$ cat src/design/sclw_pkg.sv
// package for the serial character display writer
// shared types, register indexes, reset values and the slow command check
// no dependencies
`default_nettype none

package sclw_pkg;

   typedef enum logic [1:0] {
      REQ_COMMAND = 2'd0,
      REQ_CHAR    = 2'd1,
      REQ_CURSOR  = 2'd2
   } req_kind_type;

   typedef enum logic {
      ST_IDLE,
      ST_RUN
   } seq_state_type;

   localparam int unsigned CSR_INDEX_W = 8;
   localparam int unsigned CSR_DATA_W  = 16;

   localparam logic [CSR_INDEX_W-1:0] CSR_BIT_HOLD     = 8'd0;
   localparam logic [CSR_INDEX_W-1:0] CSR_ENABLE_PULSE = 8'd1;
   localparam logic [CSR_INDEX_W-1:0] CSR_CHAR_GAP     = 8'd2;
   localparam logic [CSR_INDEX_W-1:0] CSR_CMD_SETTLE   = 8'd3;

   localparam logic [7:0]  BIT_HOLD_RESET     = 8'd10;
   localparam logic [7:0]  ENABLE_PULSE_RESET = 8'd2;
   localparam logic [7:0]  CHAR_GAP_RESET     = 8'd10;
   localparam logic [15:0] CMD_SETTLE_RESET   = 16'd50000;

   localparam logic [7:0] ROW1_BASE = 8'h80;
   localparam logic [7:0] ROW2_BASE = 8'hC0;
   localparam logic [7:0] ROW3_BASE = 8'h94;
   localparam logic [7:0] ROW4_BASE = 8'hD4;

   // steps within one nibble
   localparam logic [3:0] STEP_RS_FIRST = 4'd8;
   localparam logic [3:0] STEP_ENABLE   = 4'd12;
   localparam logic [3:0] STEP_CLOSE    = 4'd13;

   typedef struct packed {
      logic       rs;
      logic       slow;
      logic [7:0] code;
   } cmd_type;

   typedef struct packed {
      logic [7:0]  bit_hold;
      logic [7:0]  enable_pulse;
      logic [7:0]  char_gap;
      logic [15:0] cmd_settle;
   } timing_type;

   typedef struct packed {
      logic        data;
      logic        clk;
      logic        en;
      logic [15:0] hold;
      logic        last;
   } pin_type;

   function automatic logic is_slow_cmd(input logic [7:0] c);
      return c inside {8'h0C, 8'h01, 8'h0E, 8'h0F, 8'h10,
                       8'h1E, 8'h18, 8'h08, 8'h14, 8'h02};
   endfunction

endpackage

`default_nettype wire

$ cat src/design/sclw_if.sv
// request and response channel interfaces
// valid/ready handshake with payload; no dependencies
`default_nettype none

interface sclw_req_if;
   logic       valid;
   logic       ready;
   logic [1:0] req_type;
   logic [7:0] byte_value;
   logic [7:0] column;
   logic [2:0] row;

   modport source (output valid, req_type, byte_value, column, row, input ready);
   modport sink (input valid, req_type, byte_value, column, row, output ready);
endinterface

interface sclw_rsp_if;
   logic        valid;
   logic        ready;
   logic        data_pin;
   logic        shift_clock;
   logic        latch_pin;
   logic        enable_pin;
   logic [15:0] hold_us;
   logic        last;

   modport source (output valid, data_pin, shift_clock, latch_pin, enable_pin, hold_us,
                   last, input ready);
   modport sink (input valid, data_pin, shift_clock, latch_pin, enable_pin, hold_us,
                 last, output ready);
endinterface

`default_nettype wire

$ cat src/design/sclw_code_unit.sv
// request decode: turns a request into the byte to send, rs and slow flag
// depends on sclw_pkg
`default_nettype none

module sclw_code_unit
   import sclw_pkg::*;
(
   input  wire logic [1:0] req_type,
   input  wire logic [7:0] byte_value,
   input  wire logic [7:0] column,
   input  wire logic [2:0] row,
   output logic            go,
   output cmd_type         cmd
);

   logic [7:0] base;
   logic       row_ok;
   logic [7:0] code;

   always_comb begin
      base   = ROW1_BASE;
      row_ok = 1'b1;
      case (row)
         3'd1: begin
            base = ROW1_BASE;
         end
         3'd2: begin
            base = ROW2_BASE;
         end
         3'd3: begin
            base = ROW3_BASE;
         end
         3'd4: begin
            base = ROW4_BASE;
         end
         default: begin
            row_ok = 1'b0;
         end
      endcase
   end

   always_comb begin
      go   = 1'b0;
      code = byte_value;
      case (req_type)
         REQ_COMMAND: begin
            go = 1'b1;
         end
         REQ_CHAR: begin
            go = 1'b1;
         end
         REQ_CURSOR: begin
            go   = row_ok;
            code = base + column - 8'd1;
         end
         default: begin
            go = 1'b0;
         end
      endcase
      cmd.code = code;
      cmd.rs   = (req_type == REQ_CHAR);
      cmd.slow = (req_type != REQ_CHAR) && is_slow_cmd(code);
   end

endmodule

`default_nettype wire

$ cat src/design/sclw_seq.sv
// pin state sequencer: step counter and byte shift register, one pin state per step
// depends on sclw_pkg
`default_nettype none

module sclw_seq
   import sclw_pkg::*;
(
   input  wire logic       clock,
   input  wire logic       reset,
   input  wire logic       start,
   input  wire cmd_type    cmd,
   input  wire timing_type timing,
   input  wire logic       advance,
   output logic            busy,
   output pin_type         pin
);

   seq_state_type state_ff, state_in;
   logic [3:0]    sub_ff, sub_in;
   logic          nib_ff, nib_in;
   logic [7:0]    shift_ff, shift_in;
   logic          rs_ff, rs_in;
   logic          slow_ff, slow_in;
   logic          final_step;

   assign final_step = nib_ff && (sub_ff == STEP_CLOSE);

   always_comb begin
      state_in = state_ff;
      case (state_ff)
         ST_IDLE: begin
            if (start) begin
               state_in = ST_RUN;
            end
         end
         ST_RUN: begin
            if (advance && final_step) begin
               state_in = ST_IDLE;
            end
         end
         default: begin
            state_in = ST_IDLE;
         end
      endcase
   end

   always_comb begin
      busy = (state_ff == ST_RUN);
      pin.data = rs_ff;
      pin.clk  = 1'b0;
      pin.en   = 1'b0;
      pin.hold = {8'd0, timing.bit_hold};
      pin.last = 1'b0;
      if (sub_ff < STEP_RS_FIRST) begin
         pin.data = shift_ff[7];
         pin.clk  = sub_ff[0];
      end else if (sub_ff < STEP_ENABLE) begin
         pin.clk  = sub_ff[0];
      end else if (sub_ff == STEP_ENABLE) begin
         pin.en   = 1'b1;
         pin.hold = {8'd0, timing.enable_pulse};
      end else if (!nib_ff) begin
         pin.hold = rs_ff ? {8'd0, timing.char_gap} : 16'd0;
      end else begin
         pin.hold = slow_ff ? timing.cmd_settle : 16'd0;
         pin.last = 1'b1;
      end
   end

   always_comb begin
      sub_in   = sub_ff;
      nib_in   = nib_ff;
      shift_in = shift_ff;
      rs_in    = rs_ff;
      slow_in  = slow_ff;
      if (state_ff == ST_IDLE) begin
         if (start) begin
            sub_in   = 4'd0;
            nib_in   = 1'b0;
            shift_in = cmd.code;
            rs_in    = cmd.rs;
            slow_in  = cmd.slow;
         end
      end else if (advance) begin
         if (sub_ff == STEP_CLOSE) begin
            sub_in = 4'd0;
            nib_in = 1'b1;
         end else begin
            sub_in = sub_ff + 4'd1;
         end
         // shift after the clock high level of each data bit
         if ((sub_ff < STEP_RS_FIRST) && sub_ff[0]) begin
            shift_in = {shift_ff[6:0], 1'b0};
         end
      end
   end

   always_ff @(posedge clock) begin
      if (reset) begin
         state_ff <= ST_IDLE;
      end else begin
         state_ff <= state_in;
      end
   end

   always_ff @(posedge clock) begin
      sub_ff   <= sub_in;
      nib_ff   <= nib_in;
      shift_ff <= shift_in;
      rs_ff    <= rs_in;
      slow_ff  <= slow_in;
   end

endmodule

`default_nettype wire

$ cat src/design/serial_char_lcd_writer_top.sv
// top level of the serial character display writer
// depends on sclw_pkg, sclw_if, sclw_code_unit and sclw_seq
//
//   channel  direction  carries
//   req      in         request type, byte, column, row
//   rsp      out        pin levels, hold time, last flag
//   csr      in         timing register writes
//
// a request is taken while the sequencer is idle, then gives 28 pin states, one per cycle while rsp
// is ready; the 14-step nibble sequencer sets this count
// requests that give no pin states (bad row, unknown type) are taken and dropped
// req is not ready while the sequencer runs; a stalled rsp holds the sequencer
// synchronous reset returns the sequencer to idle and the timing registers to defaults
`default_nettype none

module serial_char_lcd_writer_top
   import sclw_pkg::*;
(
   input  wire logic                   clock,
   input  wire logic                   reset,
   sclw_req_if.sink                    req,
   sclw_rsp_if.source                  rsp,
   input  wire logic                   csr_we,
   input  wire logic [CSR_INDEX_W-1:0] csr_index,
   input  wire logic [CSR_DATA_W-1:0]  csr_wdata
);

   timing_type timing_ff, timing_in;
   logic       rsp_valid_ff, rsp_valid_in;
   pin_type    pin_ff, pin_in;
   logic       go;
   cmd_type    cmd;
   logic       busy;
   logic       advance;
   logic       start;
   pin_type    pin;

   sclw_code_unit u_code (
      .req_type   (req.req_type),
      .byte_value (req.byte_value),
      .column     (req.column),
      .row        (req.row),
      .go         (go),
      .cmd        (cmd)
   );

   sclw_seq u_seq (
      .clock   (clock),
      .reset   (reset),
      .start   (start),
      .cmd     (cmd),
      .timing  (timing_ff),
      .advance (advance),
      .busy    (busy),
      .pin     (pin)
   );

   assign req.ready = !busy;
   assign start     = req.valid && !busy && go;
   assign advance   = busy && (!rsp_valid_ff || rsp.ready);

   always_comb begin
      rsp_valid_in = rsp_valid_ff;
      pin_in       = pin_ff;
      if (advance) begin
         rsp_valid_in = 1'b1;
         pin_in       = pin;
      end else if (rsp.ready) begin
         rsp_valid_in = 1'b0;
      end
   end

   always_comb begin
      timing_in = timing_ff;
      if (csr_we) begin
         case (csr_index)
            CSR_BIT_HOLD: begin
               timing_in.bit_hold = csr_wdata[7:0];
            end
            CSR_ENABLE_PULSE: begin
               timing_in.enable_pulse = csr_wdata[7:0];
            end
            CSR_CHAR_GAP: begin
               timing_in.char_gap = csr_wdata[7:0];
            end
            CSR_CMD_SETTLE: begin
               timing_in.cmd_settle = csr_wdata;
            end
            default: begin
               timing_in = timing_ff;
            end
         endcase
      end
   end

   always_ff @(posedge clock) begin
      if (reset) begin
         rsp_valid_ff           <= 1'b0;
         timing_ff.bit_hold     <= BIT_HOLD_RESET;
         timing_ff.enable_pulse <= ENABLE_PULSE_RESET;
         timing_ff.char_gap     <= CHAR_GAP_RESET;
         timing_ff.cmd_settle   <= CMD_SETTLE_RESET;
      end else begin
         rsp_valid_ff <= rsp_valid_in;
         timing_ff    <= timing_in;
      end
   end

   always_ff @(posedge clock) begin
      pin_ff <= pin_in;
   end

   assign rsp.valid       = rsp_valid_ff;
   assign rsp.data_pin    = pin_ff.data;
   assign rsp.shift_clock = pin_ff.clk;
   assign rsp.latch_pin   = pin_ff.clk;
   assign rsp.enable_pin  = pin_ff.en;
   assign rsp.hold_us     = pin_ff.hold;
   assign rsp.last        = pin_ff.last;

endmodule

`default_nettype wire
$ cat src/flat_wrapper.sv
// flat-port wrapper written by rule: the top's interface ports become plain ports
module serial_char_lcd_writer_top_flat import sclw_pkg::*;
  (clock, reset, csr_we, csr_index, csr_wdata, req_valid, req_req_type, req_byte_value, req_column, req_row, req_ready, rsp_valid, rsp_data_pin, rsp_shift_clock, rsp_latch_pin, rsp_enable_pin, rsp_hold_us, rsp_last, rsp_ready);
  sclw_req_if req_i ();
  sclw_rsp_if rsp_i ();
  input  wire logic clock;
  input  wire logic reset;
  input  wire logic csr_we;
  input  wire logic [CSR_INDEX_W-1:0] csr_index;
  input  wire logic [CSR_DATA_W-1:0] csr_wdata;
  input wire logic [$bits(req_i.valid)-1:0] req_valid;
  input wire logic [$bits(req_i.req_type)-1:0] req_req_type;
  input wire logic [$bits(req_i.byte_value)-1:0] req_byte_value;
  input wire logic [$bits(req_i.column)-1:0] req_column;
  input wire logic [$bits(req_i.row)-1:0] req_row;
  output wire logic [$bits(req_i.ready)-1:0] req_ready;
  output wire logic [$bits(rsp_i.valid)-1:0] rsp_valid;
  output wire logic [$bits(rsp_i.data_pin)-1:0] rsp_data_pin;
  output wire logic [$bits(rsp_i.shift_clock)-1:0] rsp_shift_clock;
  output wire logic [$bits(rsp_i.latch_pin)-1:0] rsp_latch_pin;
  output wire logic [$bits(rsp_i.enable_pin)-1:0] rsp_enable_pin;
  output wire logic [$bits(rsp_i.hold_us)-1:0] rsp_hold_us;
  output wire logic [$bits(rsp_i.last)-1:0] rsp_last;
  input wire logic [$bits(rsp_i.ready)-1:0] rsp_ready;
  assign req_i.valid = req_valid;
  assign req_i.req_type = req_req_type;
  assign req_i.byte_value = req_byte_value;
  assign req_i.column = req_column;
  assign req_i.row = req_row;
  assign req_ready = req_i.ready;
  assign rsp_valid = rsp_i.valid;
  assign rsp_data_pin = rsp_i.data_pin;
  assign rsp_shift_clock = rsp_i.shift_clock;
  assign rsp_latch_pin = rsp_i.latch_pin;
  assign rsp_enable_pin = rsp_i.enable_pin;
  assign rsp_hold_us = rsp_i.hold_us;
  assign rsp_last = rsp_i.last;
  assign rsp_i.ready = rsp_ready;
  serial_char_lcd_writer_top u_core (.clock(clock), .reset(reset), .req(req_i), .rsp(rsp_i), .csr_we(csr_we), .csr_index(csr_index), .csr_wdata(csr_wdata));
endmodule
$ cat config.mk
export PLATFORM = sky130hd
export DESIGN_NAME = serial_char_lcd_writer_top_flat
export DESIGN_NICKNAME = d
export VERILOG_FILES = /design/src/design/sclw_pkg.sv /design/src/design/sclw_if.sv /design/src/design/sclw_code_unit.sv /design/src/design/sclw_seq.sv /design/src/design/serial_char_lcd_writer_top.sv /design/src/flat_wrapper.sv
export SDC_FILE = /design/constraint.sdc
export NUM_CORES = 1
export LEC_CHECK = 0
export ABC_AREA = 1
export BUFFER_PORTS_ARGS = -buffer_cell sky130_fd_sc_hd__buf_4
export CORE_AREA = 10 10 94 96
export DETAILED_ROUTE_END_ITERATION = 16
export DIE_AREA = 0 0 104 106
export PLACE_DENSITY = 0.78
export SLEW_MARGIN = 25
export SYNTH_ARGS = -nofsm -noshare
export SYNTH_HDL_FRONTEND = slang
export SYNTH_SLANG_ARGS = --single-unit
$ cat constraint.sdc
create_clock -name clock -period 4.4 [get_ports clock]
set_clock_uncertainty 0.05 [all_clocks]
set_input_delay 1.32 -clock clock [delete_from_list [all_inputs] [get_ports clock]]
set_output_delay 1.32 -clock clock [all_outputs]
set_load 0.05 [all_outputs]
==> results.md, run 1 <==
- Top cell type's share of synthesized area: 27.9%
- Cell Area, Synth: 3770 µm²
- Seq/Total Area, Yosys: 50.2%
- Setup_tns: 0 ns
- Chip height: 106 µm
- I/O Pins: 73
- Die width: 104 µm
- HPWL after DPL: 6990 µm
- Most used cell, CP: nand2_1
- Top delay family on crit path: adder cells
- Status: finished, final reports clean
- CP Max Fanout: 4
- Post-synthesis register bit count: 77
- Yosys cell types: 38
- Max cap viols: 0
- Fillers: 614
- Vias post-DR: 3279
- Yosys warns: 0
- Core area: 7060 µm²
- Initial antenna violation count: 0
- Total track usage: 16.6%
- Crit path max-delay cell type: fa_1
- Vias in the first global route: 3254
- Transition time of the tightest slew-check pin: 0.967 ns
- Main synth FF type: dfxtp_1
- Post-Synthesis Cells: 454
- Critical Path AT: 3.21 ns
- Clk_lat worst skew: 0.35 ns
- Leakage: 0.00207 µW
- Die ar.: 11000 µm²
- FF/Latch Area: 1890 µm²
- Inserted Clock Buffers: 9
- First-pass iteration count of the detailed router: 4
- TritonCTS clock tree: yes
- Met2 usage: 28.1%
- RSZ-0062 raised after global routing: false
- Synth area leaders: edfxtp_1 (28%), dfxtp_1 (22%), nand2_1 (7.9%), nor2_1 (7.2%), inv_1 (5.4%)
- Largest net degree at the start of global routing: 41
- Area growth syn-to-layout: 21.3%
- WP buf/inv: 4
- Reg2Reg Setup Slack: 1.98 ns
- Drt via density: 5.20
- Setup crit start kind: primary input
- Power Dens Cells: 367 nW/µm²
- Final Cycle Share: 72.1%
- Min Clock Period, post-route: 3.17 ns
- Hold Buf Count CTS: 0
- Global-route wire length before repair: 15300 µm
- Iter 0 DRT Violations: 235
- Worst path cell trace: buf_4, nor2_1, nand2_1, nand2_1, inv_1, ha_1, inv_1, fa_1, nand2_1, nand2_1, o21ai_1, inv_1, nand3_1, nand3_1, nand2_1, nor2_1
- PortBufs: 72
- Final number of setup-violating endpoints: 0
- Synthesized net count: 517
- Antenna cells: 0
- Met1 usage: 19.5%
- Starting Density: 53.4%
- H-tree Lvls: 3
- Grt ovf: 0
- Root Buffer: clkbuf_8
- CTS Buffer Depth: 2
- Post-synthesis average cell area: 8.30 µm²
- Placement Setup Slack: 0.867 ns
- CP Capture Type: flop
- Final hold vios: 0
- Multi-input logic area: 1590 µm²
- Post-CTS Resized: 0
- M3 GR Usage: 4.23%
- WS Path Type: primary input to flop
- Drt total wl: 9100 µm
- Fmax: 315 MHz
- Detail Route Antenna Nets: 0
- CP max stage delay: 0.45 ns
- Post-CTS Setup Bufs: 0
- Worst Slack Setup Final: 1.23 ns
- Maximum vdd drop: 140 µV
- Required @ worst endpoint: 4.44 ns
- HP Class: flop to flop
- Ys async rst share: 0%
- Busiest grt layer: met2
- Fin nets: 589
- Gpl congestion: 0.879
- Fin. max-slew vios: 0
- Clock Pin Slew Worst Setup and Hold Paths: 0.09 ns
- Count of flip-flops with a built-in enable after synthesis: 35
- CTS sink count: 77
- Share of layout cells above drive strength 1: 20.5%
- Drt wl/cell: 14.4 µm
- Slew HR: 35.2%
- DRC Markers: 0
- Leading area contributor after synthesis: edfxtp_1
- Row cnt: 31
metal layers:
metal | wire, µm | vias up | part of all wire (%)
met5 | 0 | - | 0
met4 | 145 | 0 | 1.6
met3 | 620 | 12 | 6.8
met2 | 4450 | 99 | 49
met1 | 3890 | 1507 | 43
li1 | - | 1661 | -
flip-flops by register name, indices dropped and copies added, names as in the netlist:
register,cells
u_core.timing_ff,40
u_core.rsp.hold_us,16
u_core.u_seq.shift_ff,8
u_core.u_seq.sub_ff,4
u_core.rsp.data_pin,1
u_core.rsp.enable_pin,1
u_core.rsp.last,1
u_core.rsp.latch_pin,1
u_core.rsp.valid,1
u_core.u_seq.busy,1
u_core.u_seq.nib_ff,1
u_core.u_seq.rs_ff,1
u_core.u_seq.slow_ff,1
cell usage after synthesis, drive strengths merged (4+ instances only):
cell    count
nand4       7
or2         4
o211ai      9
a22oi       8
o21ai      40
nand2      85
edfxtp     35
a31oi       4
clkbuf      7
nor2       76
inv        57
nand3      29
ha         12
a21oi      16
a32oi       4
dfxtp      42
buf         5
power by group:
| group | switching [µW] | internal, µW |
|---|---|---|
| Sequential | 24.4 | 798 |
| Combinational | 224 | 117 |
| Clock | 254 | 259 |
cells in the final DEF, fill, tap and decap left out, types with 2 or more instances in the layout:
master    count
nand2_1      79
buf_4        73
nor2_1       71
inv_1        53
dfxtp_1      42
o21ai_0      39
edfxtp_1     35
nand3_1      29
a21oi_1      16
ha_1         12
o211ai_1      9
clkbuf_8      9
a22oi_1       8
nand4_1       7
nand2_2       6
a32oi_1       4
a31oi_1       4
clkinv_2      4
inv_2         3
nor2_4        3
clkinv_1      3
or2_2         3
nor2_2        2
nand3b_1      2
clkinv_4      2
tightest hold or removal path: cells and delay by family (launching register included):
kind | cells | cell delay [ns]
DFF | 1 | 0.30
buffers and inverters | 1 | 0.06
AOI/OAI and AO/OA | 1 | 0.06
cell type report:
type                       instances  area share, %
tap                               99           2.71
multi-input combinational        306           34.9
sequential                        77           41.4
inverter                          59           4.87
clock buffer                       9           2.71
timing repair buffer              73           12.0
clock inverter                     7           1.45
cells by family after synthesis:
| family | count (synthesis) | synth area share (%) |
|---|---|---|
| AND/OR/NAND/NOR | 206 | 23.9 |
| AO/OA/AOI/OAI | 85 | 13.2 |
| flip-flops | 77 | 50.2 |
| buffers and inverters | 71 | 7.67 |
| adder cells (fa/ha/maj) | 13 | 4.52 |
| XOR/XNOR | 2 | 0.465 |
worst paths after layout:
path / start / to / cells past startpoint
setup / recovery: req_row[1] / u_core.u_seq.slow_ff$_DFFE_PP_ / 16
hold / removal: u_core.timing_ff[10]$_SDFFE_PP0P_ / u_core.timing_ff[10]$_SDFFE_PP0P_ / 2
setup reg to reg: u_core.u_seq.busy$_SDFF_PP0_ / u_core.u_seq.shift_ff[7]$_DFFE_PP_ / 5
hold reg to reg: u_core.timing_ff[10]$_SDFFE_PP0P_ / u_core.timing_ff[10]$_SDFFE_PP0P_ / 2
per-stage QoR:
stage               power [µW]  util (%)  hold slack, ns  instances  area (µm²)
floorplan                 1060         -           0.380        454        3770
global placement          1170      62.0           0.394        614        4380
detailed placement        1180      62.1           0.398        614        4380
CTS                       1680      64.7           0.411        630        4570
global route              1760      64.7           0.438        630        4570
finish                    1680      64.7           0.408        630        4570
(Power assumes the default switching activity.)
==> inputs of run 2 (changes only) <==
CORE_AREA = 10 10 98 100   (was 10 10 94 96)
DIE_AREA = 0 0 108 110   (was 0 0 104 106)
PLACE_DENSITY = 0.75   (was 0.78)
clock period = 2.6 ns   (was 4.4 ns; I/O delays follow)
==> results.md, run 2 (synthesis results as in run 1) <==
- Crit path max-delay cell type: or2_2
- Drt wl/cell: 14.3 µm
- Drt total wl: 9200 µm
- Worst Slack Setup Final: 0.126 ns
- Max cap viols: 0
- Fin. max-slew vios: 0
- Total track usage: 15.9%
- Min Hold Slack: 0.409 ns
- Core area: 7650 µm²
- Largest net degree at the start of global routing: 41
- Vias in the first global route: 3368
- Final Cycle Share: 95.1%
- Share of layout cells above drive strength 1: 24.5%
- Iter 0 DRT Violations: 217
- CP Capture Type: flop
- HPWL after DPL: 6880 µm
- Grt ovf: 0
- DP Area: 4500 µm²
- HP Class: flop to flop
- Hold Buf Count CTS: 0
- CTS sink count: 77
- Transition time of the tightest slew-check pin: 0.808 ns
- Root Buffer: clkbuf_8
- Antenna cells: 0
- Global-route wire length before repair: 15200 µm
- Fin nets: 600
- Critical Path AT: 2.53 ns
- Maximum vdd drop: 335 µV
- Most frequent cells in the layout: buf_4 (82), nand2_1 (77), nor2_1 (70)
- I/O Pins: 73
- DRC Markers: 0
- Flip-flop count of the largest register after layout: 40
- Starting Density: 49.3%
- Post-CTS Resized: 0
- Required @ worst endpoint: 2.66 ns
- Final number of setup-violating endpoints: 0
- Finished Layout Cells: 644
- Setup crit start kind: primary input
- Worst path cell trace: buf_4, inv_2, nand2_1, o21ai_0, inv_1, ha_1, inv_1, ha_4, nand2_1, or2_2, nand4_1, nand2_1, a21boi_1, nor2_1
- Setup_tns: 0 ns
- Row cnt: 32
- First-pass iteration count of the detailed router: 4
- Die width: 108 µm
- Clk_lat worst skew: 0.35 ns
- WP buf/inv: 4
- Detail Route Antenna Nets: 0
- CP Max Fanout: 3
- Post-CTS Setup Bufs: 0
- TritonCTS clock tree: yes
- Min Clock Period, post-route: 2.47 ns
- Commonest non-fill, non-tap cell in the layout: buf_4
- Most used cell, CP: nand2_1
- Drt via density: 5.21
- Final hold vios: 0
- RSZ-0062 raised after global routing: true
- Top delay family on crit path: simple AND/OR/NAND/NOR gates
- PortBufs: 72
- Status: finished, final reports clean
- Initial antenna violation count: 0
- Cells after DPL: 628
- Placement Setup Slack: -0.308 ns
- CP max stage delay: 0.32 ns
- Fmax: 404 MHz
- Vias post-DR: 3356
- Top reg by flops: u_core.timing_ff
- H-tree Lvls: 3
- Area growth syn-to-layout: 26.2%
- Final Cell Area: 4760 µm²
- Slew HR: 45.8%
- Leakage: 0.00213 µW
- Chip height: 110 µm
- Die ar.: 11900 µm²
- Gpl congestion: 0.856
- WS Path Type: primary input to flop
- Clock Pin Slew Worst Setup and Hold Paths: 0.08 ns
- Power Dens Cells: 628 nW/µm²
- Inserted Clock Buffers: 9
- CTS Buffer Depth: 2
run 2: cell types whose count changed in the layout (fill, tap and decap cells not counted), sizes merged:
cell / before / now
clkinv: 9 / 6
inv: 56 / 57
bufinv: 1 / 2
buf: 73 / 84
clkbuf: 9 / 10
run 2: area by class of cell:
| class | instances | area (µm²) |
|---|---|---|
| Tap cell | 102 | 128 |
| Sequential cell | 77 | 1890 |
| Timing Repair Buffer | 84 | 642 |
| Fill cell | 659 | 2890 |
| Clock buffer | 10 | 128 |
| Inverter | 59 | 225 |
| Clock inverter | 6 | 87.6 |
| Multi-Input combinational cell | 306 | 1650 |
run 2: worst paths after layout:
kind	startpoint	end	slack, ns	depth (start not counted)
worst max-delay path	req_row[2]	u_core.u_seq.slow_ff$_DFFE_PP_	0.13	14
worst min-delay path	u_core.timing_ff[11]$_SDFFE_PP0P_	u_core.timing_ff[11]$_SDFFE_PP0P_	0.41	2
worst max register to register	u_core.u_seq.sub_ff[0]$_SDFFCE_PN0P_	u_core.rsp.hold_us[2]$_DFFE_PP_	0.79	6
worst min register to register	u_core.timing_ff[11]$_SDFFE_PP0P_	u_core.timing_ff[11]$_SDFFE_PP0P_	0.41	2
run 2: worst min-delay path, cell delays in order (launching register included):
cell	delay, ns
dfxtp_1	0.30
inv_1	0.06
a21oi_1	0.06
run 2: through the flow:
stage	utilization (%)	total power [µW]
2_1_floorplan	-	1810
3_3_place_gp	58.8	2010
3_5_place_dp	58.8	2030
4_1_cts	61.6	2990
5_1_grt	62.2	3130
6_report	62.2	2980
run 2: layer usage:
layer / GRT usage [%] / up-vias / wire length [µm]
met1: 18.1 / 1562 / 3830
met3: 6.38 / 10 / 811
met2: 26.4 / 103 / 4460
met4: 5.73 / 0 / 102
met5: 0 / - / 0
li1: - / 1681 / -
run 2: report_power, final:
group	total, µW	internal [µW]	leakage, µW	switching (µW)
registers	1380	1350	0.000674	34.1
clock network	965	540	0.000110	425
logic	635	234	0.00135	402
total	2980	2120	0.00213	861
